File: config.mk
export PLATFORM = sky130hd
export DESIGN_NAME = lptc_cordic_stage
export DESIGN_NICKNAME = d
export VERILOG_FILES = /design/src/rtl/core/lptc_pkg.sv /design/src/rtl/core/lptc_cordic_stage.sv
export SDC_FILE = /design/constraint.sdc
export NUM_CORES = 1
export LEC_CHECK = 0
export BUFFER_PORTS_ARGS = -buffer_cell sky130_fd_sc_hd__buf_2
export CORE_UTILIZATION = 54
export DETAILED_ROUTE_END_ITERATION = 10
export PLACE_DENSITY = 0.84
export SYNTH_ARGS = -nofsm -noshare
export SYNTH_HDL_FRONTEND = slang
export SYNTH_SLANG_ARGS = --single-unit
File: constraint.sdc
create_clock -name clk -period 6.1 [get_ports clk]
set_input_delay 1.22 -clock clk [delete_from_list [all_inputs] [get_ports clk]]
set_output_delay 1.22 -clock clk [all_outputs]
set_load 0.03 [all_outputs]
File: src/rtl/core/lptc_pkg.sv
package lptc_pkg;

  localparam int unsigned CORDIC_STEPS = 24;
  localparam int unsigned DIST_W       = 16;
  localparam int unsigned ANGLE_W      = 16;
  localparam int unsigned TRIG_W       = 32;
  localparam int unsigned PHASE_W      = 32;
  localparam int unsigned POS_W        = 24;
  localparam int unsigned IDX_W        = 10;
  localparam int unsigned PPB_W        = 11;
  localparam int unsigned MAX_BATCH_DEF = 1024;

  localparam logic [PPB_W-1:0]          PPB_RESET       = 11'd100;
  localparam logic signed [TRIG_W-1:0]  CORDIC_GAIN_Q30 = 32'sd652032874;

  // arctangent of 2^-i in centidegrees * 2^16
  localparam logic signed [PHASE_W-1:0] ATAN_TAB [CORDIC_STEPS] = '{
    32'sd294912000, 32'sd174096719, 32'sd91987925, 32'sd46694507,
    32'sd23437865,  32'sd11730358,  32'sd5866610,  32'sd2933484,
    32'sd1466765,   32'sd733385,    32'sd366694,   32'sd183347,
    32'sd91674,     32'sd45837,     32'sd22918,    32'sd11459,
    32'sd5730,      32'sd2865,      32'sd1432,     32'sd716,
    32'sd358,       32'sd179,       32'sd89,       32'sd45
  };

  typedef struct packed {
    logic signed [TRIG_W-1:0]  x;
    logic signed [TRIG_W-1:0]  y;
    logic signed [PHASE_W-1:0] z;
    logic signed [DIST_W-1:0]  dist_cm;
    logic                      neg;
    logic [IDX_W-1:0]          idx;
    logic                      last;
  } cdata_t;

endpackage

File: src/rtl/core/lptc_cordic_stage.sv
module lptc_cordic_stage #(
  parameter int unsigned STEP = 0
) (
  input  logic             clk,
  input  logic             rst_n,
  input  logic             in_valid,
  output logic             in_ready,
  input  lptc_pkg::cdata_t in_data,
  output logic             out_valid,
  input  logic             out_ready,
  output lptc_pkg::cdata_t out_data
);

  localparam logic signed [lptc_pkg::PHASE_W-1:0] ATAN = lptc_pkg::ATAN_TAB[STEP];

  logic             valid_r;
  lptc_pkg::cdata_t data_r;
  lptc_pkg::cdata_t data_nxt;
  logic signed [lptc_pkg::TRIG_W-1:0] dx;
  logic signed [lptc_pkg::TRIG_W-1:0] dy;

  // arithmetic shifts floor toward minus infinity
  assign dx = in_data.y >>> STEP;
  assign dy = in_data.x >>> STEP;

  always_comb begin
    data_nxt = in_data;
    if (!in_data.z[lptc_pkg::PHASE_W-1]) begin
      data_nxt.x = in_data.x - dx;
      data_nxt.y = in_data.y + dy;
      data_nxt.z = in_data.z - ATAN;
    end else begin
      data_nxt.x = in_data.x + dx;
      data_nxt.y = in_data.y - dy;
      data_nxt.z = in_data.z + ATAN;
    end
  end

  assign in_ready  = !valid_r || out_ready;
  assign out_valid = valid_r;
  assign out_data  = data_r;

  always_ff @(posedge clk) begin
    if (!rst_n) begin
      valid_r <= 1'b0;
    end else if (in_ready) begin
      valid_r <= in_valid;
    end
  end

  always_ff @(posedge clk) begin
    if (in_ready && in_valid) begin
      data_r <= data_nxt;
    end
  end

endmodule

Yosys cells after proc, flatten, opt, wreduce, memory -nomap -nowiden --
Index checks and enable logic that the tools add are counted.
Word-level totals: bits in registers 125, latch bits 0, bits in writable memories 0, memory bits (read-only) 0, output and inout port bits 126, logic and storage cells 17, memories kept 0
Cells by class: $add $sub $neg 5, multipliers 0, div/mod/pow operators 0, $lt $le $gt $ge 0, equal/unequal tests 0, shift operators 0, mux-type cells 1, bitwise logic cells 0, reduce and logical (&&, ||, !) cells 3
Operators by type and width (number):
- 96-bit two-way mux | 1
- 32-bit subtractor | 2
- 32-bit by 30-bit adder with 32-bit output (second input constant) | 1
- 32-bit adder | 1
- 32-bit by 30-bit subtractor with 32-bit output (second input constant) | 1
- 1-bit logical AND | 1
- 1-bit zero test | 1
- 1-bit logical OR | 1

Longest topological paths before layout --
depth after elaboration 3, depth in mapped cells 14

Worst setup path after synthesis --
OpenSTA, ideal clock, no wires.
kind input to register, start point in out_ready, end point reg data_r (netlist bit out_data[0]) (enable), setup time 0.496 ns, arrival time 4.425 ns, required time 5.604 ns, setup slack 1.179 ns, stages on the path 2, cells stage by stage nand2b_1 and2_1
On the way: cells in the longest elaborated chain, start to end 2
Ends and longest elaborated chain:
- start, declared | line lptc_cordic_stage.sv:10 | input logic out_ready,
- 1-bit logical OR | line lptc_cordic_stage.sv:39 | assign in_ready = !valid_r || out_ready;
- 1-bit logical AND | line lptc_cordic_stage.sv:52 | if (in_ready && in_valid) begin
- end signal, assigned | line lptc_cordic_stage.sv:53 | data_r <= data_nxt;
- end, declared | line lptc_cordic_stage.sv:17 | lptc_pkg::cdata_t data_r;
Every way passes these cells. A chain may end at the register's enable or synchronous reset.

==> run metrics <==
CTS tree done; largest net degree at the start of global routing between 80 and 90; root buf cell clkbuf_16; Yosys reg bits 124; gpl congestion roughly 1.0; antenna viol nets, final 0; post-synthesis sequential area ratio slightly below 40%; HP Class flop to flop; ys async rst share 0%; Synth Flop Type edfxtp_1; CTS sink cnt about 120; initial antenna violation count 0; H-tree depth 4; startpoint types primary input; fraction of layout cells with a size suffix above 1 24.4%; Clock Path Buffers 2; number of cell rows 48; Worst slew margin between 30% and 40%; Gate Count Post-Synth about 1000; Nets roughly 1500; Die ar. ~18000 sq um; final hold vios 0; # fillers around 1400; outcome completed; later-pin clock latency in the skew report 420 ps; post-CTS sizing 0; Multi-input gate area 5270 sq um; Post-Syn Area ~9500 sq um; first-pass GRT wire length between 40 and 50 mm; GRT met2 Usage roughly half; EDFF count, synth approximately 120; Slew @ Worst Pin about 1000 ps; GR Util met3 approximately 5.6%; R2R cell count 3; DRC 0; Tot GR Track Use between 30% and 40%; CP Max Fanout 81; Setup WS pre-CTS ~1700 ps; vias in the first global route a little over 8000; hold_ws ~550 ps; Setup Viol. Count Final 0; GR Overflow Total 0; cts hold-fix bufs 0; Lkg Pwr between 5 and 6 nW; syn avg cell area approximately 9.5 sq um; Max VDD drop around 0.22 mV; Slew Viols, Final 0; Total Neg Setup Slack 0 ps; Post-CTS Setup Inserts 0; Pre-antenna DRT Iters 6; total wire length ~28 mm; RR Endpoint out_data[115]; number of synthesis warnings 0; detailed-placement wirelength estimate 21.0 mm; sequential cell area 3710 sq um; met1 Track Usage GR a little over two fifths; Clock Skews between 10 and 15 ps; Hold EP out_valid; f_max 239 MHz; Critical Path Sink Type flop; height of the die about 130 um; DRT iter0 DRCs ~930; Yosys cell types between 70 and 80; reg2reg start out_valid; PD cells 278 nW/um^2; RSZ-0062 raised after global routing false; initial core utilization 55.1%; fin crit period roughly 4200 ps; FF-to-FF setup slack 3760 ps; worst path required time around 6300 ps; P&R area growth vs syn 21.5%; routed via count between 8000 and 9000; hold path start out_valid; clock buffer count from CTS 17; syn nets around 1200; GR peak layer met2; period utilization slightly below 70%; Worst EP arrival 4360 ps; chip width between 100 and 150 um; # IOs ~250; DR vias/cell approximately 6; CP Class primary input to flop; wire length per cell ~19 um; hold depth 2; Worst-path clk slew around 60 ps; setup slack after layout 1910 ps; IO Port Bufs between 200 and 300; max-cap violations 0; Core Region 17300 sq um
==> power by group <==
| part | internal, mW | switching (mW) |
|---|---|---|
| Sequential | 1.07 | 0.0256 |
| Combinational | 0.326 | 0.665 |
| Clock | 0.734 | 0.409 |
| Total | 2.13 | 1.10 |
==> state kept, by name, indices dropped and copies added (netlist names) <==
register   count
out_data     123
out_valid      1
==> area by class of cell <==
type	instances	area share, %
tap	225	2.43
sequential	124	32.1
inverter	98	3.18
timing repair buffer	256	11.1
multi-input combinational	739	45.5
clock buffer	17	3.67
clock inverter	15	2.03
antenna	2	0.0432
==> critical path: stages <==
cell and delay (ps):
buf_2 90, buf_4 660, ha_1 410, a21o_1 190
a21oi_1 240, nor2b_1 80, o21a_1 190, o311ai_1 380
a21oi_1 170, o21a_1 200, o41a_1 350, xor2_1 160
==> through the flow <==
| step | total power [mW] | utilization [%] | instance area (sq um) | std cells |
|---|---|---|---|---|
| floorplan | 1.79 | - | 9530 | 1004 |
| global placement | 2.05 | 63.1 | 10900 | 1442 |
| detailed placement | 2.07 | 63.1 | 10900 | 1442 |
| CTS | 3.21 | 66.9 | 11600 | 1474 |
| global route | 3.34 | 66.9 | 11600 | 1474 |
| finish | 3.23 | 67.0 | 11600 | 1476 |
==> metal layers <==
layer | up-vias | wire length [um]
met3 | 69 | 2540
met4 | 0 | 843
li1 | 4082 | -
met1 | 4168 | 11800
met2 | 527 | 13200
met5 | - | 0
==> cells by family after synthesis <==
logic type / Yosys count / synth area share (%)
XOR/XNOR: 72 / 6.61
multiplexers: 12 / 1.26
flip-flops: 124 / 39.0
adder cells (fa/ha/maj): 110 / 14.8
AND/OR/NAND/NOR: 227 / 11.7
buffers and inverters: 141 / 5.83
AO/OA/AOI/OAI: 318 / 20.9
==> how the worst max path moves through the flow <==
stage	start	end	slack, ps
after detailed placement	in_data[59]	out_data[58]	1660
after floorplan	out_ready	out_data[0]	1180
after global placement	in_data[59]	out_data[58]	1760
after CTS	in_data[59]	out_data[58]	1990
final	in_data[59]	out_data[58]	1910
after global routing	in_data[59]	out_data[58]	1760
==> synth_stat cells (5+ instances only) <==
cell type | n | area, sq um
edfxtp_1 | 123 | 3690
a21oi_1 | 112 | 561
ha_1 | 106 | 1330
inv_1 | 94 | 353
nor2_1 | 85 | 319
o21ai_0 | 65 | 325
xnor2_1 | 59 | 517
nand2_1 | 43 | 161
clkbuf_1 | 21 | 78.8
a21o_1 | 18 | 135
o21bai_1 | 18 | 135
nor2b_1 | 16 | 100
a31oi_1 | 15 | 93.8
nand4_1 | 14 | 87.6
nand2b_1 | 13 | 81.3
xor2_1 | 13 | 114
mux2i_1 | 12 | 120
nand3_1 | 11 | 55.1
nor3_1 | 11 | 55.1
a211oi_1 | 10 | 75.1
buf_1 | 9 | 33.8
buf_2 | 9 | 45.0
o21a_1 | 9 | 67.6
nor4_1 | 8 | 50.1
o31ai_1 | 7 | 52.6
a211o_1 | 5 | 43.8
o211ai_1 | 5 | 37.5
or2_2 | 5 | 31.3
==> layout by cell type, fill, tap and decap left out, drive strengths merged, types with 8 or more instances in the layout <==
master / n
nor3: 11
a21o: 18
o21a: 9
ha: 106
nand4: 14
o21bai: 18
clkbuf: 17
edfxtp: 123
a211oi: 11
nand2: 43
nand2b: 13
a31oi: 16
nand3: 11
o21ai: 69
nor2b: 16
nor2: 85
clkinv: 8
xor2: 13
buf: 256
a21oi: 113
nor4: 8
mux2i: 12
inv: 100
xnor2: 59
(Power assumes the default switching activity.)
