--- src/rtl/core/lptc_pkg.sv ---
package lptc_pkg;

  localparam int unsigned CORDIC_STEPS = 24;
  localparam int unsigned DIST_W       = 16;
  localparam int unsigned ANGLE_W      = 16;
  localparam int unsigned TRIG_W       = 32;
  localparam int unsigned PHASE_W      = 32;
  localparam int unsigned POS_W        = 24;
  localparam int unsigned IDX_W        = 10;
  localparam int unsigned PPB_W        = 11;
  localparam int unsigned MAX_BATCH_DEF = 1024;

  localparam logic [PPB_W-1:0]          PPB_RESET       = 11'd100;
  localparam logic signed [TRIG_W-1:0]  CORDIC_GAIN_Q30 = 32'sd652032874;

  // arctangent of 2^-i in centidegrees * 2^16
  localparam logic signed [PHASE_W-1:0] ATAN_TAB [CORDIC_STEPS] = '{
    32'sd294912000, 32'sd174096719, 32'sd91987925, 32'sd46694507,
    32'sd23437865,  32'sd11730358,  32'sd5866610,  32'sd2933484,
    32'sd1466765,   32'sd733385,    32'sd366694,   32'sd183347,
    32'sd91674,     32'sd45837,     32'sd22918,    32'sd11459,
    32'sd5730,      32'sd2865,      32'sd1432,     32'sd716,
    32'sd358,       32'sd179,       32'sd89,       32'sd45
  };

  typedef struct packed {
    logic signed [TRIG_W-1:0]  x;
    logic signed [TRIG_W-1:0]  y;
    logic signed [PHASE_W-1:0] z;
    logic signed [DIST_W-1:0]  dist_cm;
    logic                      neg;
    logic [IDX_W-1:0]          idx;
    logic                      last;
  } cdata_t;

endpackage

--- src/rtl/core/lptc_scale.sv ---
module lptc_scale (
  input  logic                              clk,
  input  logic                              rst_n,
  input  logic                              in_valid,
  output logic                              in_ready,
  input  lptc_pkg::cdata_t                  in_data,
  output logic                              out_valid,
  input  logic                              out_stall,
  output logic signed [lptc_pkg::POS_W-1:0] out_x_pos,
  output logic signed [lptc_pkg::POS_W-1:0] out_y_pos,
  output logic [lptc_pkg::IDX_W-1:0]        out_point_index,
  output logic                              out_batch_last
);

  localparam int unsigned PROD_W = lptc_pkg::DIST_W + lptc_pkg::TRIG_W;
  localparam int unsigned T_W    = PROD_W + 1;
  localparam int unsigned SH     = 22;
  localparam int unsigned R_W    = T_W - SH;
  localparam logic signed [R_W-1:0] POS_HI = (R_W)'(2**(lptc_pkg::POS_W-1) - 1);
  localparam logic signed [R_W-1:0] POS_LO = -(R_W)'(2**(lptc_pkg::POS_W-1));
  localparam logic signed [T_W-1:0] HALF   = (T_W)'(2**(SH-1));

  // product stage
  logic                        a_valid_r;
  logic signed [PROD_W-1:0]    ps_r;
  logic signed [PROD_W-1:0]    pc_r;
  logic                        neg_r;
  logic [lptc_pkg::IDX_W-1:0]  idx_r;
  logic                        last_r;
  logic                        b_ready;

  // output stage
  logic                        out_valid_r;
  logic signed [T_W-1:0]       ts;
  logic signed [T_W-1:0]       tc;
  logic signed [R_W-1:0]       rs;
  logic signed [R_W-1:0]       rc;
  logic signed [lptc_pkg::POS_W-1:0] xs;
  logic signed [lptc_pkg::POS_W-1:0] yc;

  assign in_ready = !a_valid_r || b_ready;
  assign b_ready  = !out_valid_r || !out_stall;

  always_ff @(posedge clk) begin
    if (!rst_n) begin
      a_valid_r <= 1'b0;
    end else if (in_ready) begin
      a_valid_r <= in_valid;
    end
  end

  always_ff @(posedge clk) begin
    if (in_ready && in_valid) begin
      ps_r   <= PROD_W'(in_data.dist_cm) * PROD_W'(in_data.y);
      pc_r   <= PROD_W'(in_data.dist_cm) * PROD_W'(in_data.x);
      neg_r  <= in_data.neg;
      idx_r  <= in_data.idx;
      last_r <= in_data.last;
    end
  end

  // coordinate is -(d * trig), the fold sign cancels that negation
  always_comb begin
    ts = neg_r ? T_W'(ps_r) : -T_W'(ps_r);
    tc = neg_r ? T_W'(pc_r) : -T_W'(pc_r);
    rs = R_W'((ts + HALF) >>> SH);
    rc = R_W'((tc + HALF) >>> SH);
    if (rs > POS_HI) begin
      xs = POS_HI[lptc_pkg::POS_W-1:0];
    end else if (rs < POS_LO) begin
      xs = POS_LO[lptc_pkg::POS_W-1:0];
    end else begin
      xs = rs[lptc_pkg::POS_W-1:0];
    end
    if (rc > POS_HI) begin
      yc = POS_HI[lptc_pkg::POS_W-1:0];
    end else if (rc < POS_LO) begin
      yc = POS_LO[lptc_pkg::POS_W-1:0];
    end else begin
      yc = rc[lptc_pkg::POS_W-1:0];
    end
  end

  always_ff @(posedge clk) begin
    if (!rst_n) begin
      out_valid_r <= 1'b0;
    end else if (b_ready) begin
      out_valid_r <= a_valid_r;
    end
  end

  always_ff @(posedge clk) begin
    if (b_ready && a_valid_r) begin
      out_x_pos       <= xs;
      out_y_pos       <= yc;
      out_point_index <= idx_r;
      out_batch_last  <= last_r;
    end
  end

  assign out_valid = out_valid_r;

`ifndef SYNTHESIS
  a_prod_hold: assert property (@(posedge clk) disable iff (!rst_n)
    a_valid_r && !b_ready |=> a_valid_r && $stable(ps_r) && $stable(pc_r))
    else $error("product stage lost data while the output was held");
`endif

endmodule

--- config.mk ---
export PLATFORM = sky130hd
export DESIGN_NAME = lptc_scale
export DESIGN_NICKNAME = d
export VERILOG_FILES = /design/src/rtl/core/lptc_pkg.sv /design/src/rtl/core/lptc_scale.sv
export SDC_FILE = /design/constraint.sdc
export NUM_CORES = 2
export LEC_CHECK = 0
export BUFFER_PORTS_ARGS = -buffer_cell sky130_fd_sc_hd__buf_2
export CORE_MARGIN = 5
export CORE_UTILIZATION = 60
export CTS_BUF_LIST = sky130_fd_sc_hd__clkbuf_2 sky130_fd_sc_hd__clkbuf_4 sky130_fd_sc_hd__clkbuf_8
export CTS_CLUSTER_SIZE = 10
export DETAILED_ROUTE_END_ITERATION = 8
export PLACE_DENSITY = 0.78
export RECOVER_POWER = 50
export SYNTH_ARGS = -nofsm -noshare
export SYNTH_HDL_FRONTEND = slang
export SYNTH_SLANG_ARGS = --single-unit
--- constraint.sdc ---
create_clock -name clk -period 12.75 [get_ports clk]
set_input_delay 1.275 -clock clk [delete_from_list [all_inputs] [get_ports clk]]
set_output_delay 1.275 -clock clk [all_outputs]
set_load 0.005 [all_outputs]
== Yosys cells after proc, flatten, opt, wreduce, memory -nomap -nowiden ==
Index checks and enable logic that the tools add are counted.

* $add $sub $neg: 4
* Multiply operators: 2
* Magnitude comparators: 4
* Muxes and demuxes: 4
* Reduce and logical (&&, ||, !) cells: 7

{| class="wikitable"
|+ Operators with widths
! cell !! number
|-
| adder 49 x 23 -> 49 bit (second input constant) || 2
|-
| 2-to-1 mux 49 bit || 2
|-
| negator 48 -> 49 bit || 2
|-
| multiplier 16 x 32 -> 48 bit || 2
|-
| > comparator 27 x 24 -> 1 bit (second input constant) || 2
|-
| less-than comparator 27 x 24 -> 1 bit (second input constant) || 2
|-
| 2-to-1 mux 24 bit || 2
|-
| logical NOT 1 bit || 3
|-
| logical AND 1 bit || 2
|-
| logical OR 1 bit || 2
|}

* Register bits after elaboration: 169
* Input bits: 128
* Logic and storage cells: 32

== Logic depth before layout (Yosys ltp) ==
* Word-level depth: 5
* Gate-level depth with buffers: 26
* Depth with buffers taken out: 24

== Worst setup path before layout ==
Ideal clock, no wire load.

* Path kind: in2reg
* Start: input in_data[14] (netlist name)
* End: register pc_r[38], data pin
* Setup time: 0.259 ns
* Data arrival time: 7.697 ns
* Data required time: 12.491 ns
* Path slack: 4.794 ns
* Cell stages on the path: 22
* Buffers on the path: 2
* Cell sequence: clkbuf_1 > clkbuf_1 > nand2_1 > fa_1 > fa_1 > fa_1 > fa_1 > inv_1 > fa_1 > inv_1 > fa_1 > inv_1 > ha_1 > a21oi_1 > nand2_1 > o2111ai_1 > o221ai_1 > a2111oi_0 > o311ai_0 > a31o_2 > a21oi_1 > xnor2_1

* Word-level cells in the longest chain between the ends: 1

{| class="wikitable"
|+ Ends and longest elaborated chain
! item !! RTL line !! RTL
|-
| start, declared || lptc_scale.sv:6 || <nowiki>input lptc_pkg::cdata_t in_data,</nowiki>
|-
| multiplier 16 x 32 -> 48 bit || lptc_scale.sv:55 || <nowiki>pc_r <= PROD_W'(in_data.dist_cm) * PROD_W'(in_data.x);</nowiki>
|-
| end signal, assigned || lptc_scale.sv:55 ||
|-
| end, declared || lptc_scale.sv:26 || <nowiki>logic signed [PROD_W-1:0] pc_r;</nowiki>
|}

No other way between the ends.
A chain may end at the register's enable or synchronous reset.

== Worst setup path in the final report ==
* Start: input in_data[12] (netlist name)
* End: register ps_r[47], data pin

* Word-level cells in the longest chain between the ends: 1

{| class="wikitable"
|+ Ends and longest elaborated chain
! item !! RTL line !! RTL
|-
| multiplier 16 x 32 -> 48 bit || lptc_scale.sv:54 || <nowiki>ps_r <= PROD_W'(in_data.dist_cm) * PROD_W'(in_data.y);</nowiki>
|-
| end signal, assigned || lptc_scale.sv:54 ||
|-
| end, declared || lptc_scale.sv:25 || <nowiki>logic signed [PROD_W-1:0] ps_r;</nowiki>
|}

No other way between the ends.

==> reports/qor.log <==
INFO  routing        viasPerCell=5.662
INFO  routing        wirelength=106100um
INFO  grt            grt_util_overall=0.2795
INFO  run_status     violations_in_the_final_reports=max-capacitance violations, max-slew violations
INFO  synthesis      synthArstFlopShare=0
INFO  worst_hold_path min-delay-start=idx_r[7]
INFO  die            io_pins=189
INFO  cts            clock_insertion_delay_worst_skew=0.54ns
INFO  cts            cts_buffer_count=17
INFO  synthesis      ys_warn_count=0
INFO  timing         hold_fails_final_rpt=0
INFO  synthesis      yosys.area.top_type=fa_1
INFO  routing        detail_route.wl_per_cell=18.57um
INFO  cts            postCtsSetupRepairBufs=0
INFO  final_layout   finish.instance_area=45530squm
INFO  placement      dp_hpwl=81700um
INFO  synthesis      dominantRegCellSynth=edfxtp_1
INFO  worst_setup_path rr_startpoint=ps_r[10]
INFO  final_layout   fin_nets=6062
INFO  worst_setup_path timing_worst_setup_path_type=in2reg
INFO  die            core=72710squm
INFO  run_status     status=finished, violations left
INFO  synthesis      count_leader_synth=inv_1
INFO  worst_setup_path endpoint_kind=register
INFO  synthesis      mappedNetlistNets=6079
INFO  timing         finClkSkew=0.01524ns
INFO  routing        drt_first_iter_violations=2331
INFO  timing         slew-limit-headroom=-1.327
INFO  die            die_width=280.3um
INFO  synthesis      yosysSeqAreaShare=0.1153
INFO  final_layout   area.growth.synth_to_final=3.841%
INFO  timing         max_clock_freq=0.1022GHz
INFO  synthesis      synth.ff_latch_count=169
INFO  worst_hold_path type_of_the_tightest_min_delay_check=reg2reg
INFO  cts            clk_transition_reported_paths=0.10ns
INFO  die            dieHeight=280.3um
INFO  final_layout   post_route_cells_drive_above_1_share=0.04932
INFO  cts            root_buffer=clkbuf_8
INFO  routing        firstDrtPassIters=6
INFO  routing        ant_nets=0
INFO  cts            clock-sinks=169
INFO  die            design.die.area=78580squm
INFO  worst_setup_path cp_data_arrival_time=10.08ns
INFO  synthesis      synthesis.instances=4749
INFO  cts            clock_tree.htree_level_count=4
INFO  placement      gp_routability_congestion=0.8937
INFO  synthesis      avgSynthCellArea=9.233squm
INFO  die            fp-row-count=99
INFO  synthesis      synthTopCellsByCount=1144 x inv_1, 972 x fa_1, 627 x nand2_1, 420 x and2_1, 230 x ha_1
INFO  synthesis      synth.top_cells.by_area=fa_1 44%, edfxtp_1 11%, inv_1 9.8%, ha_1 6.6%, and2_1 6.0%
INFO  routing        vias=32350
INFO  worst_hold_path worst_hold_path.endpoint=out_point_index[7]
INFO  timing         period_share=0.7677
INFO  cts            maximum_count_of_clock_buffers_along_a_single_path=2
INFO  grt            grt-ovfl-total=0
INFO  worst_setup_path rr_worst_depth=15
INFO  timing         setup-tns-final=0ns
INFO  cts            cts_tree=built
INFO  timing         final_max_slew_viol_count=182
INFO  worst_setup_path regToRegEndpoint=out_x_pos[17]
INFO  worst_setup_path worstPathMaxFanout=64
INFO  grt            first_pass_grt_wire_length=175600um
INFO  grt            first_global_vias=34700
INFO  synthesis      synth_top_area_share=0.4438
INFO  timing         tightest_slew=3.491ns
INFO  placement      io_port_bufs=156
INFO  grt            antenna_found_initial=9
INFO  timing         setup_viol_count_final=0
INFO  die            initial_utilization=0.6030
INFO  worst_hold_path worst_hold_path.num_cells=0
INFO  grt            grt_max_degree=72
INFO  timing         hold_slack=0.4234ns
INFO  synthesis      synth_edf_count=167
INFO  final_layout   layout.core_utilization=0.6262
INFO  synthesis      netlist_area_before_placement=43850squm
INFO  cts            post_cts_resized=0
INFO  worst_setup_path cp-start-kind=input port
INFO  worst_setup_path r2r_slack=6.90ns
INFO  worst_setup_path cp_data_required_time=13.04ns
INFO  cts            cts_hold_buffers=0
INFO  synthesis      synth.distinct_cells=78
INFO  routing        drc_errors=0
INFO  timing         finalWorstPathRequiredPeriod=9.788ns
INFO  placement      detailed_place.area=45190squm
INFO  timing         rsz0062_at_grt=no
INFO  flow_run       max-cap-violations=3
-- worst max-delay path by stage --
stage | from | endpoint | slack [ns]
after global routing | in_data[12] | ps_r[47] | 2.65
after CTS | in_data[17] | ps_r[47] | 3.92
after global placement | in_data[17] | ps_r[47] | 3.43
after floorplan | in_data[14] | pc_r[38] | 4.79
final | in_data[12] | ps_r[47] | 2.96
after detailed placement | in_data[17] | ps_r[47] | 3.40
-- metrics by stage --
step | instances | setup slack (ns)
final | 5713 | 2.962
after CTS | 5704 | 3.918
after global placement | 5672 | 3.431
after detailed placement | 5672 | 3.398
after global routing | 5712 | 2.654
after floorplan | 4749 | 4.794
-- worst max-delay path, cell delays in order --
cell,delay [ns]
buf_2,0.07
clkbuf_1,2.36
and2_1,0.41
ha_1,0.17
inv_1,0.05
fa_1,0.52
inv_1,0.06
fa_1,0.53
inv_1,0.05
fa_1,0.47
inv_1,0.04
ha_1,0.35
nand4_1,0.18
o311ai_0,0.84
nand2_1,0.25
or4_1,0.49
a2111oi_0,0.61
buf_4,0.24
o21ai_0,0.19
a31oi_1,0.34
nor4_1,0.10
a311oi_1,0.44
-- final cells by class --
cell class / instances / area (sq um)
Inverter: 1144 / 4294
Antenna cell: 9 / 22.52
Multi-Input combinational cell: 3215 / 33640
Clock buffer: 17 / 234.0
Clock inverter: 15 / 138.9
Timing Repair Buffer: 185 / 945.9
Tap cell: 959 / 1200
Fill cell: 6095 / 27180
Sequential cell: 169 / 5055
-- sequential cells by signal, indices dropped and copies added, names as in the netlist --
name,cells
out_valid,1
ps_r,48
neg_r,1
out_x_pos,24
pc_r,48
out_y_pos,24
idx_r,10
out_point_index,10
a_valid_r,1
out_batch_last,1
last_r,1
-- cell families after synthesis --
group | after synthesis | synth area share
xor+xnor | 182 | 0.03636
flops | 169 | 0.1153
mux | 4 | 0.0009702
buf+inv | 1365 | 0.1178
fa+ha+maj | 1202 | 0.5094
compound gates | 422 | 0.06218
simple gates | 1405 | 0.1580
-- layout by cell type, fill, tap and decap left out, drive strengths merged, types with 37 or more instances in the layout --
| master | synthesis | layout |
|---|---|---|
| inv | 1144 | 1151 |
| edfxtp | 167 | 167 |
| a21o | 44 | 44 |
| xnor2 | 129 | 129 |
| nand2 | 627 | 627 |
| xor2 | 53 | 53 |
| o21ai | 120 | 120 |
| nor3 | 37 | 37 |
| buf | 18 | 147 |
| ha | 230 | 230 |
| clkbuf | 203 | 55 |
| a21oi | 119 | 119 |
| and2 | 420 | 420 |
| fa | 972 | 972 |
| nor2 | 138 | 138 |
-- layer usage --
metal,GRT usage,vias to the layer above,share of wire
li1,-,14160,-
met1,0.3713,16600,0.40
met3,0.04485,276,0.075
met2,0.4710,1316,0.49
met4,0.1011,0,0.037
met5,0,-,0
Power is left out: the tool's default activity adds up to more than one toggle a clock period on the data nets, which glitch-free logic cannot reach.
