[src/rtl/core/lptc_pkg.sv]
package lptc_pkg;

  localparam int unsigned CORDIC_STEPS = 24;
  localparam int unsigned DIST_W       = 16;
  localparam int unsigned ANGLE_W      = 16;
  localparam int unsigned TRIG_W       = 32;
  localparam int unsigned PHASE_W      = 32;
  localparam int unsigned POS_W        = 24;
  localparam int unsigned IDX_W        = 10;
  localparam int unsigned PPB_W        = 11;
  localparam int unsigned MAX_BATCH_DEF = 1024;

  localparam logic [PPB_W-1:0]          PPB_RESET       = 11'd100;
  localparam logic signed [TRIG_W-1:0]  CORDIC_GAIN_Q30 = 32'sd652032874;

  // arctangent of 2^-i in centidegrees * 2^16
  localparam logic signed [PHASE_W-1:0] ATAN_TAB [CORDIC_STEPS] = '{
    32'sd294912000, 32'sd174096719, 32'sd91987925, 32'sd46694507,
    32'sd23437865,  32'sd11730358,  32'sd5866610,  32'sd2933484,
    32'sd1466765,   32'sd733385,    32'sd366694,   32'sd183347,
    32'sd91674,     32'sd45837,     32'sd22918,    32'sd11459,
    32'sd5730,      32'sd2865,      32'sd1432,     32'sd716,
    32'sd358,       32'sd179,       32'sd89,       32'sd45
  };

  typedef struct packed {
    logic signed [TRIG_W-1:0]  x;
    logic signed [TRIG_W-1:0]  y;
    logic signed [PHASE_W-1:0] z;
    logic signed [DIST_W-1:0]  dist_cm;
    logic                      neg;
    logic [IDX_W-1:0]          idx;
    logic                      last;
  } cdata_t;

endpackage

[src/rtl/core/lptc_batch_ctr.sv]
module lptc_batch_ctr #(
  parameter int unsigned MAX_BATCH = lptc_pkg::MAX_BATCH_DEF
) (
  input  logic                          clk,
  input  logic                          rst_n,
  input  logic                          cfg_we,
  input  logic [lptc_pkg::PPB_W-1:0]    cfg_data,
  input  logic                          take,
  output logic [lptc_pkg::IDX_W-1:0]    idx,
  output logic                          last
);

  localparam int unsigned PPB_MAX = (1 << lptc_pkg::PPB_W) - 1;
  localparam int unsigned CLIP    = (MAX_BATCH > PPB_MAX) ? PPB_MAX : MAX_BATCH;
  localparam logic [lptc_pkg::PPB_W-1:0] CLIP_V = CLIP[lptc_pkg::PPB_W-1:0];

  logic [lptc_pkg::PPB_W-1:0] ppb_r;
  logic [lptc_pkg::IDX_W-1:0] count_r;
  logic [lptc_pkg::IDX_W-1:0] count_nxt;
  logic [lptc_pkg::PPB_W-1:0] size;
  logic [lptc_pkg::PPB_W-1:0] count_inc;

  always_comb begin
    size = ppb_r;
    if (size == '0) begin
      size = {{(lptc_pkg::PPB_W-1){1'b0}}, 1'b1};
    end
    if (size > CLIP_V) begin
      size = CLIP_V;
    end
  end

  assign count_inc = {{(lptc_pkg::PPB_W-lptc_pkg::IDX_W){1'b0}}, count_r}
                     + {{(lptc_pkg::PPB_W-1){1'b0}}, 1'b1};
  assign last      = (count_inc >= size);
  assign idx       = count_r;
  assign count_nxt = last ? '0 : count_inc[lptc_pkg::IDX_W-1:0];

  always_ff @(posedge clk) begin
    if (!rst_n) begin
      ppb_r   <= lptc_pkg::PPB_RESET;
      count_r <= '0;
    end else begin
      if (cfg_we) begin
        ppb_r <= cfg_data;
      end
      if (take) begin
        count_r <= count_nxt;
      end
    end
  end

`ifndef SYNTHESIS
  a_hold: assert property (@(posedge clk) disable iff (!rst_n)
    !take && !cfg_we |=> $stable(count_r))
    else $error("point counter moved without a transfer");

  a_wrap: assert property (@(posedge clk) disable iff (!rst_n)
    take && last |=> count_r == '0)
    else $error("point counter did not wrap after batch end");

  a_step: assert property (@(posedge clk) disable iff (!rst_n)
    take && !last |=> count_r == $past(count_r) + 1'b1)
    else $error("point counter did not advance by one");
`endif

endmodule

[config.mk]
export PLATFORM = sky130hd
export DESIGN_NAME = lptc_batch_ctr
export DESIGN_NICKNAME = d
export VERILOG_FILES = /design/src/rtl/core/lptc_pkg.sv /design/src/rtl/core/lptc_batch_ctr.sv
export SDC_FILE = /design/constraint.sdc
export NUM_CORES = 1
export LEC_CHECK = 0
export ABC_CLOCK_PERIOD_IN_PS = 3250
export BUFFER_PORTS_ARGS = -buffer_cell sky130_fd_sc_hd__buf_2
export CORE_MARGIN = 2
export CORE_UTILIZATION = 54
export CTS_CLUSTER_DIAMETER = 120
export DETAILED_ROUTE_END_ITERATION = 8
export GPL_TIMING_DRIVEN = 1
export PLACE_DENSITY = 0.79
export SLEW_MARGIN = 10
export SYNTH_ARGS = -nofsm -noshare
export SYNTH_HDL_FRONTEND = slang
export SYNTH_SLANG_ARGS = --single-unit
export TNS_END_PERCENT = 50
[constraint.sdc]
create_clock -name clk -period 3.25 [get_ports clk]
set_clock_uncertainty 0.15 [all_clocks]
set_input_delay 0.1625 -clock clk [delete_from_list [all_inputs] [get_ports clk]]
set_output_delay 0.1625 -clock clk [all_outputs]
set_load 0.01 [all_outputs]
== Yosys cells after proc, flatten, opt, wreduce, memory -nomap -nowiden ==
Index checks and enable logic that the tools add are counted.

* Bits in registers: 21
* Input bits: 15

* Add/subtract/negate cells: 1
* $lt $le $gt $ge: 2
* Multiplexer cells: 3
* Reductions and logical operators: 1

{| class="wikitable"
|+ Operator list
! operator !! number
|-
| 11-bit two-way mux || 2
|-
| 10-bit by 1-bit adder with 11-bit output (second input constant) || 1
|-
| 11-bit >= comparator || 1
|-
| 11-bit > comparator (second input constant) || 1
|-
| 11-bit logical NOT || 1
|-
| 10-bit two-way mux || 1
|}

== Logic depth before layout (Yosys ltp) ==
Gate-level depths: netlist of run 1.

* Depth in word-level cells: 6
* Gate-level depth with buffers: 12

== Least setup slack after synthesis of run 1 ==
Ideal clock, no wire load.

* Path type: reg-to-reg
* Start point: register count_r (netlist bit idx[0])
* End point: register count_r (netlist bit idx[5])
* Setup time: 58 ps
* Arrival: 2422 ps
* Slack: 619 ps
* Cell stages (with the launch flop): 12
* Path buffers: 0
* Path through: dfxtp_1 ha_1 and3_1 and3_1 xnor2_1 inv_1 ha_1 a21oi_1 o21a_2 o21ai_4 a2111oi_0 o21a_1

* Word-level cells in the longest chain between the ends: 3

{| class="wikitable"
|+ RTL lines
! element !! RTL line !! source
|-
| from (decl) || lptc_batch_ctr.sv:18 || <nowiki>logic [lptc_pkg::IDX_W-1:0] count_r;</nowiki>
|-
| from (signal assigned) || lptc_batch_ctr.sv:48 || <nowiki>count_r <= count_nxt;</nowiki>
|-
| 10-bit by 1-bit adder with 11-bit output (*) || lptc_batch_ctr.sv:34 || <nowiki>+ {{(lptc_pkg::PPB_W-1){1'b0}}, 1'b1};</nowiki>
|-
| 11-bit >= comparator || lptc_batch_ctr.sv:35 || <nowiki>assign last = (count_inc >= size);</nowiki>
|-
| 10-bit two-way mux (*) || lptc_batch_ctr.sv:37 || <nowiki>assign count_nxt = last ? '0 : count_inc[lptc_pkg::IDX_W-1:0];</nowiki>
|}

Mark *: on every way between the ends. The rest lies on a longest branch, timed or not.
A chain may end at the register's enable or synchronous reset.

== Final worst setup path of run 1 ==
* Start point: register count_r (netlist bit idx[0])
* End point: output port last

* Word-level cells in the longest chain between the ends: 2

{| class="wikitable"
|+ RTL lines
! element !! RTL line !! source
|-
| 10-bit by 1-bit adder with 11-bit output || lptc_batch_ctr.sv:34 ||
|-
| 11-bit >= comparator || lptc_batch_ctr.sv:35 ||
|-
| to (decl) || lptc_batch_ctr.sv:10 || <nowiki>output logic last</nowiki>
|}

Every way passes these cells.

==> run summary, run 1 <==
TritonCTS Sinks -> 21
chip height -> 54.3 um
final hold vios -> 0
post-DR vias/cell -> 5.71
fin cells -> 214
post-synth top area cell -> dfxtp_1
Final GP Congestion -> 0.898
critical path data required time -> 2.94 ns
crit path capture type -> primary output
worst path arrival time -> 2.77 ns
crit path kind -> reg2out
vias in the first global route -> 1142
PwrDens -> 306 nW/um^2
TritonCTS clock tree -> done
total gr overflow -> 0
Detailed Route WL -> 3.05 mm
DRT iter0 DRCs -> 30
Yosys cell types -> 36
global route hottest layer -> met2
WL/cell -> 14.3 um
Clock Tree Root -> clkbuf_4
Die W -> 54.3 um
Mapped Nets -> 179
clk slew on worst S/H paths -> 0.12 ns
register area share after synthesis -> 0.308
post-DP HPWL -> 2.25 mm
area of the multi-input gates -> 877 um^2
mean area per synthesized cell -> 8.99 um^2
initial core utilization -> 0.562
Async SR Flop Fraction -> 0
Area contributors post-synth -> dfxtp_1 (31%), ha_1 (11%), mux2i_1 (8.1%)
die area -> 2950 um^2
Synth top area share -> 0.308
maximum VDD drop -> 0.000275 V
H-tree depth -> 1
synth-to-layout area growth -> 19.0%
layout cells sized above 1 -> 0.190
f_max -> 324 MHz
max cap viols -> 0
via count of the routed design -> 1223
IO Count -> 26
flops & latches, synth -> 21
clock buffer depth -> 2
most frequent cells in the layout -> buf_2 (25), dfxtp_1 (21), nand2_1 (19), nor2b_1 (13), ha_1 (12)
Final ANT Viol Nets -> 0
Fill cells -> 191
row count -> 18
initial antenna violation count -> 0
outcome -> finished clean
# DRC -> 0
most common cell after layout, fill and taps aside -> buf_2
period utilization -> 0.948
Pleak -> 0.772 nW
global-route wire length before repair -> 4.89 mm
pin count of the biggest net entering global routing -> 27
drt first pass iters -> 4
Final Slew Violations -> 0
Slew headroom -> 0.710
Core Box Area -> 2430 um^2
synthesized area -> 1370 um^2
ys flop type -> dfxtp_1
GR Util met3 -> 0.0301
slowest library cell on the worst path -> dfxtp_1
crit-path leading delay family -> compound AO/OA/AOI/OAI gates
Buf/Inv on CP -> 3
total negative slack -> 0 ns
actual slew at the worst max-slew pin -> 0.423 ns
Largest stage delay, worst path -> 0.38 ns
Tmin final -> 3.08 ns
final setup vio count -> 0
clock latency on the worst-skew pair -> 0.31 ns
Total Routing Usage GR -> 0.228
placed insts -> 200
Seq. cell area -> 420 um^2
CP Cell Sequence -> ha_1, and3_1, and3_1, xnor2_1, inv_1, ha_1, a21oi_1, o21a_2, o21ai_4, a21oi_2, inv_1, buf_2
Post-synth EDFFs -> 0
RSZ-0062 raised after global routing -> no
Antenna Cells -> 0
Worst setup SP type -> flop
IO buf count -> 25
worst-path fanout max -> 9
nets -> 212
met1 usage -> 0.292
Mapped Cells -> 152
met2 Usage GRT -> 0.378
Hold Crit Class -> in2reg
YS warnings -> 0
cts bufs inserted -> 3
==> metrics by stage <==
stage	total power, W	setup WS, ns	area, um^2	hold WS (ns)	util
after floorplan	0.000340	0.619	1370	0.141	-
after global placement	0.000358	0.464	1500	0.228	0.615
after detailed placement	0.000363	0.394	1500	0.233	0.615
after CTS	0.000499	0.134	1620	0.0212	0.667
after global routing	0.000519	0.0294	1630	0.0305	0.668
final	0.000497	0.168	1630	0.0302	0.668
==> power by group <==
group	switching (W)	leakage [nW]	internal [W]	total, W
registers	0.00000945	0.172	0.000268	0.000277
clock network	0.0000819	0.0150	0.0000479	0.000130
logic	0.0000479	0.585	0.0000422	0.0000901
==> synth_stat cells, drive strengths merged, types with 3 or more instances <==
library cell	instances
a2111oi	5
a21oi	6
and3	4
and4	3
buf	3
clkbuf	4
dfxtp	21
ha	12
inv	7
mux2i	11
nand2	19
nand3	4
nor2	4
nor2b	13
o21a	7
xnor2	7
==> what timing repair did <==
action,in CTS,in global routing
hold buffers,10,0
resized for setup,0,1
buffers inserted,0,0
endpoints found under the setup margin,0,1
endpoints found under the hold margin,10,0
==> cells by family (layout without fill, tap and decap cells) <==
group / count (synthesis) / in the layout / share of synthesized area
compound gates: 29 / 29 / 0.179
flops: 21 / 21 / 0.308
buf+inv: 16 / 48 / 0.0531
simple gates: 54 / 54 / 0.212
mux: 11 / 11 / 0.0806
xor+xnor: 9 / 9 / 0.0577
fa+ha+maj: 12 / 12 / 0.110
==> registers in the layout, summed over array words and instances, names as in the netlist <==
register	flops
ppb_r	11
idx	10
==> final timing paths <==
| kind | start | slack (ns) | depth (start not counted) | to |
|---|---|---|---|---|
| setup reg to reg | idx[0]$_SDFFE_PN0P_ | 0.34 | 11 | idx[6]$_SDFFE_PN0P_ |
| hold / removal | cfg_data[1] | 0.03 | 3 | ppb_r[1]$_SDFFE_PN0P_ |
| setup / recovery | idx[0]$_SDFFE_PN0P_ | 0.17 | 12 | last |
| hold reg to reg | ppb_r[6]$_SDFFE_PN1P_ | 0.37 | 2 | ppb_r[6]$_SDFFE_PN1P_ |
==> final cells by class <==
cell class / instances / share of cell area
inverters: 9 / 0.0239
clock buffers: 4 / 0.0162
multi-input cells: 115 / 0.540
well taps: 30 / 0.0231
flip-flops and latches: 21 / 0.259
repair buffers: 35 / 0.139
==> layer usage <==
metal  up-vias  part of all wire
met2        35              0.48
met3        11             0.044
met5         -                 0
met4         0             0.028
met1       567              0.45
li1        610                 -
==> worst min-delay path, stage by stage <==
cell and delay (ns):
buf_2 0.07, mux2i_1 0.05, nor2b_1 0.15
(Power assumes the default switching activity.)
==> run 2, diff against run 1 <==
==> constraint.sdc (replaced) <==
create_clock -name clk -period 3.25 [get_ports clk]
set_clock_uncertainty 0.15 [all_clocks]
set_input_delay 0.65 -clock clk [delete_from_list [all_inputs] [get_ports clk]]
set_output_delay 0.65 -clock clk [all_outputs]
set_load 0.01 [all_outputs]
==> run 2 against run 1 <==
Compared with the run above: the run now ends with setup timing left; highest routed layer unchanged; final area increased by 5.2%; wire length up 15%; via count up 3.8%.
==> run summary, run 2 (same netlist as run 1, synthesis figures left out) <==
max cap viols -> 0
total negative slack -> -0.0919 ns
Largest register FFs -> 11
nets -> 213
critical path data required time -> 2.45 ns
initial antenna violation count -> 0
Final GP Congestion -> 0.911
post-route setup slack -> -0.0919 ns
TritonCTS clock tree -> done
Final Slew Violations -> 0
Antenna Cells -> 0
most frequent cells in the layout -> buf_2 (25), nand2_1 (19), dfxtp_1 (14), nor2b_1 (13)
worst path arrival time -> 2.54 ns
post-DR vias/cell -> 5.90
clock buffer depth -> 2
actual slew at the worst max-slew pin -> 0.430 ns
register with the most flip-flops -> ppb_r
clock latency on the worst-skew pair -> 0.32 ns
pin count of the biggest net entering global routing -> 27
area of the multi-input gates -> 970 um^2
Die W -> 54.3 um
Clock Tree Root -> clkbuf_4
maximum VDD drop -> 0.000284 V
Pleak -> 0.789 nW
final setup vio count -> 1
chip height -> 54.3 um
initial core utilization -> 0.562
TritonCTS Sinks -> 21
WL/cell -> 16.4 um
H-tree depth -> 1
fin cells -> 215
cts bufs inserted -> 3
Hold Crit Class -> reg2reg
total gr overflow -> 0
r2r setup slk -> 0.46 ns
cts hold-fix bufs -> 0
most common cell after layout, fill and taps aside -> buf_2
vias in the first global route -> 1047
PwrDens -> 299 nW/um^2
period utilization -> 1.03
worst-path fanout max -> 4
dpl ws -> 0.0931 ns
fin util -> 0.703
IO Count -> 26
f_max -> 299 MHz
post-DP HPWL -> 2.15 mm
synth-to-layout area growth -> 25.2%
failing checks -> setup timing
Seq. cell area -> 429 um^2
layout cells sized above 1 -> 0.384
row count -> 18
outcome -> finished with violations
Final ANT Viol Nets -> 0
Detailed Route WL -> 3.52 mm
clk slew on worst S/H paths -> 0.13 ns
placed insts -> 202
Total Routing Usage GR -> 0.218
Fill cells -> 179
DRT iter0 DRCs -> 32
# DRC -> 0
via count of the routed design -> 1269
crit path capture type -> primary output
Tmin final -> 3.34 ns
Slew headroom -> 0.706
final hold vios -> 0
crit path kind -> reg2out
drt first pass iters -> 4
Core Box Area -> 2430 um^2
die area -> 2950 um^2
Worst setup SP type -> flop
IO buf count -> 25
global-route wire length before repair -> 4.75 mm
run 2: worst paths after layout:
kind                                       startpoint                    end  cells past startpoint
worst max-delay path              idx[0]$_SDFFE_PN0P_                   last                     12
worst min-delay path            ppb_r[2]$_SDFFE_PN1P_  ppb_r[2]$_SDFFE_PN1P_                      2
worst max register to register    idx[0]$_SDFFE_PN0P_    idx[0]$_SDFFE_PN0P_                     12
worst min register to register  ppb_r[2]$_SDFFE_PN1P_  ppb_r[2]$_SDFFE_PN1P_                      2
run 2: power breakdown:
group / leakage (nW) / internal (W) / switching, W
sequential: 0.175 / 0.000268 / 0.00000919
combinational: 0.596 / 0.0000456 / 0.0000540
clock: 0.0177 / 0.0000462 / 0.0000880
total: 0.789 / 0.000360 / 0.000151
run 2: critical path, cell delays in order, from the launching register on:
cell	delay [ns]
dfxtp_2	0.36
ha_4	0.17
and3_4	0.19
and3_4	0.18
xnor2_2	0.17
inv_2	0.07
ha_4	0.25
a21oi_2	0.15
o21a_2	0.18
o21ai_4	0.07
a21oi_2	0.18
inv_1	0.09
buf_2	0.14
run 2: layer usage:
layer / global-route usage / part of all wire
met5: 0 / 0
met4: 0.0625 / 0.024
met2: 0.365 / 0.51
met3: 0.0246 / 0.059
met1: 0.294 / 0.41
run 2: repair_timing:
item                                    in CTS  in global routing
pin swaps                                    3                  4
buffers inserted                             4                  5
gates cloned                                 0                  0
gates resized for setup                     10                 16
endpoints found under the setup margin       1                  1
run 2: cell type report:
class	count	share of cell area
clock inverters	1	0.00293
flip-flops and latches	21	0.251
inverters	9	0.0227
repair buffers	36	0.121
multi-input cells	115	0.567
well taps	30	0.0219
clock buffers	3	0.0132
run 2: metrics by stage:
step / hold WS [ns] / power [W] / area, um^2
after global routing: 0.388 / 0.000539 / 1710
after detailed placement: 0.350 / 0.000366 / 1510
after global placement: 0.345 / 0.000362 / 1510
after floorplan: 0.314 / 0.000340 / 1370
after CTS: 0.382 / 0.000503 / 1600
final: 0.387 / 0.000511 / 1710
==> run 3, diff against run 2 <==
Settings changed: BUFFER_PORTS_ARGS -buffer_cell sky130_fd_sc_hd__buf_2 to -buffer_cell sky130_fd_sc_hd__clkbuf_2.
==> run 3 against run 2 <==
Compared with the run above: the run now ends clean; die area stayed put; sequential share of layout area is 0.11 points lower; final cell count is 0.93% lower; sequential power barely moved; combinational power is 5% higher; via count is 2.2% lower; final area rose by 0.15%; core utilization up 0.10 points; non-clock buffer count fell by 2; first-iteration DRC count is 72% higher; critical endpoint unchanged; highest routed layer unchanged.
==> run summary, run 3 (same netlist as run 1, synthesis figures left out) <==
IO buf count -> 25
final hold vios -> 0
PwrDens -> 300 nW/um^2
TritonCTS clock tree -> done
worst-path fanout max -> 9
Total Routing Usage GR -> 0.213
pin count of the biggest net entering global routing -> 27
register with the most flip-flops -> ppb_r
period utilization -> 0.974
TritonCTS Sinks -> 21
Final GP Congestion -> 0.904
clock buffer depth -> 2
IO Count -> 26
Final Slew Violations -> 0
clock latency on the worst-skew pair -> 0.32 ns
final setup vio count -> 0
Largest register FFs -> 11
initial antenna violation count -> 0
Worst setup SP type -> flop
critical path data required time -> 2.45 ns
via count of the routed design -> 1241
post-DR vias/cell -> 5.83
f_max -> 316 MHz
DRT iter0 DRCs -> 55
post-DP HPWL -> 2.10 mm
total negative slack -> 0 ns
Core Box Area -> 2430 um^2
row count -> 18
actual slew at the worst max-slew pin -> 0.447 ns
initial core utilization -> 0.562
most common cell after layout, fill and taps aside -> clkbuf_2
fin util -> 0.704
hold path endpoint -> ppb_r[2]$_SDFFE_PN1P_
max cap viols -> 0
fin cells -> 213
layout cells sized above 1 -> 0.372
Fill cells -> 194
maximum VDD drop -> 0.000260 V
chip height -> 54.3 um
hold wc startpoint -> cfg_data[2]
# DRC -> 0
Tmin final -> 3.17 ns
R2R cell count -> 12
most frequent cells in the layout -> clkbuf_2 (24), nand2_1 (19), dfxtp_1 (15), nor2b_1 (13), mux2i_1 (11)
hold path depth -> 3
synth-to-layout area growth -> 25.4%
vias in the first global route -> 1043
outcome -> finished clean
r2r startpoint -> idx[1]$_SDFFE_PN0P_
Antenna Cells -> 0
Hold Crit Class -> in2reg
crit path kind -> reg2out
H-tree depth -> 1
nets -> 211
placed insts -> 202
crit path capture type -> primary output
global-route wire length before repair -> 4.57 mm
total gr overflow -> 0
Final ANT Viol Nets -> 0
Die W -> 54.3 um
Detailed Route WL -> 3.23 mm
die area -> 2950 um^2
Slew headroom -> 0.694
clk slew on worst S/H paths -> 0.12 ns
worst path arrival time -> 2.37 ns
r2r setup slk -> 0.55 ns
r2r endpoint -> idx[0]$_SDFFE_PN0P_
cts bufs inserted -> 3
drt first pass iters -> 6
WL/cell -> 15.2 um
Pleak -> 0.775 nW
Clock Tree Root -> clkbuf_4
## run 3: repair_timing
action / CTS / global route
endpoints found under the setup margin: 1 / 1
buffers inserted: 3 / 4
hold buffers: 0 / 0
gates resized for setup: 8 / 20
pin swaps: 3 / 7
## run 3: worst max-delay path, cell delays in order, from the launching register on
cell,delay [ns]
dfxtp_2,0.37
buf_4,0.14
and4_4,0.23
and4_4,0.24
xnor2_2,0.13
inv_1,0.08
ha_1,0.21
a21oi_2,0.18
o21ai_4,0.12
a21oi_2,0.15
inv_1,0.07
buf_2,0.13
## run 3: report_power, final
part	total, W	internal (W)	switching, W
registers	0.000278	0.000268	0.00000969
clock network	0.000131	0.0000461	0.0000844
logic	0.000105	0.0000495	0.0000554
total	0.000513	0.000364	0.000149
## run 3: worst max path at each step
stage,start,end,slack (ns)
2_1_floorplan,idx[0]$_SDFFE_PN0P_,last,0.30
3_3_place_gp,idx[1]$_SDFFE_PN0P_,last,0.18
3_5_place_dp,idx[1]$_SDFFE_PN0P_,last,0.12
4_1_cts,idx[1]$_SDFFE_PN0P_,last,0.005
5_1_grt,idx[0]$_SDFFE_PN0P_,last,-0.03
6_report,idx[0]$_SDFFE_PN0P_,last,0.08
## run 3: area by class of cell
class | instances | area, um^2 | share of cell area
timing repair buffer | 34 | 193 | 0.112
sequential | 21 | 428 | 0.250
clock inverter | 1 | 5.00 | 0.00292
inverter | 9 | 38.8 | 0.0226
tap | 30 | 37.5 | 0.0219
multi-input combinational | 115 | 988 | 0.577
clock buffer | 3 | 22.5 | 0.0131
## run 3: through the flow
stage	hold WS, ns	power [W]	cell area [um^2]	setup WS, ns
after global routing	0.396	0.000540	1710	-0.0346
after CTS	0.373	0.000499	1590	0.00541
final	0.387	0.000513	1710	0.0838
after detailed placement	0.341	0.000366	1510	0.125
after global placement	0.346	0.000362	1510	0.183
after floorplan	0.314	0.000340	1370	0.295
## run 3: routing by layer
metal / up-vias / wire length (um) / track usage
met4: 0 / 38 / 0.0792
met3: 5 / 189 / 0.0246
met1: 583 / 1350 / 0.279
met2: 41 / 1660 / 0.355
met5: - / 0 / 0
li1: 612 / - / -
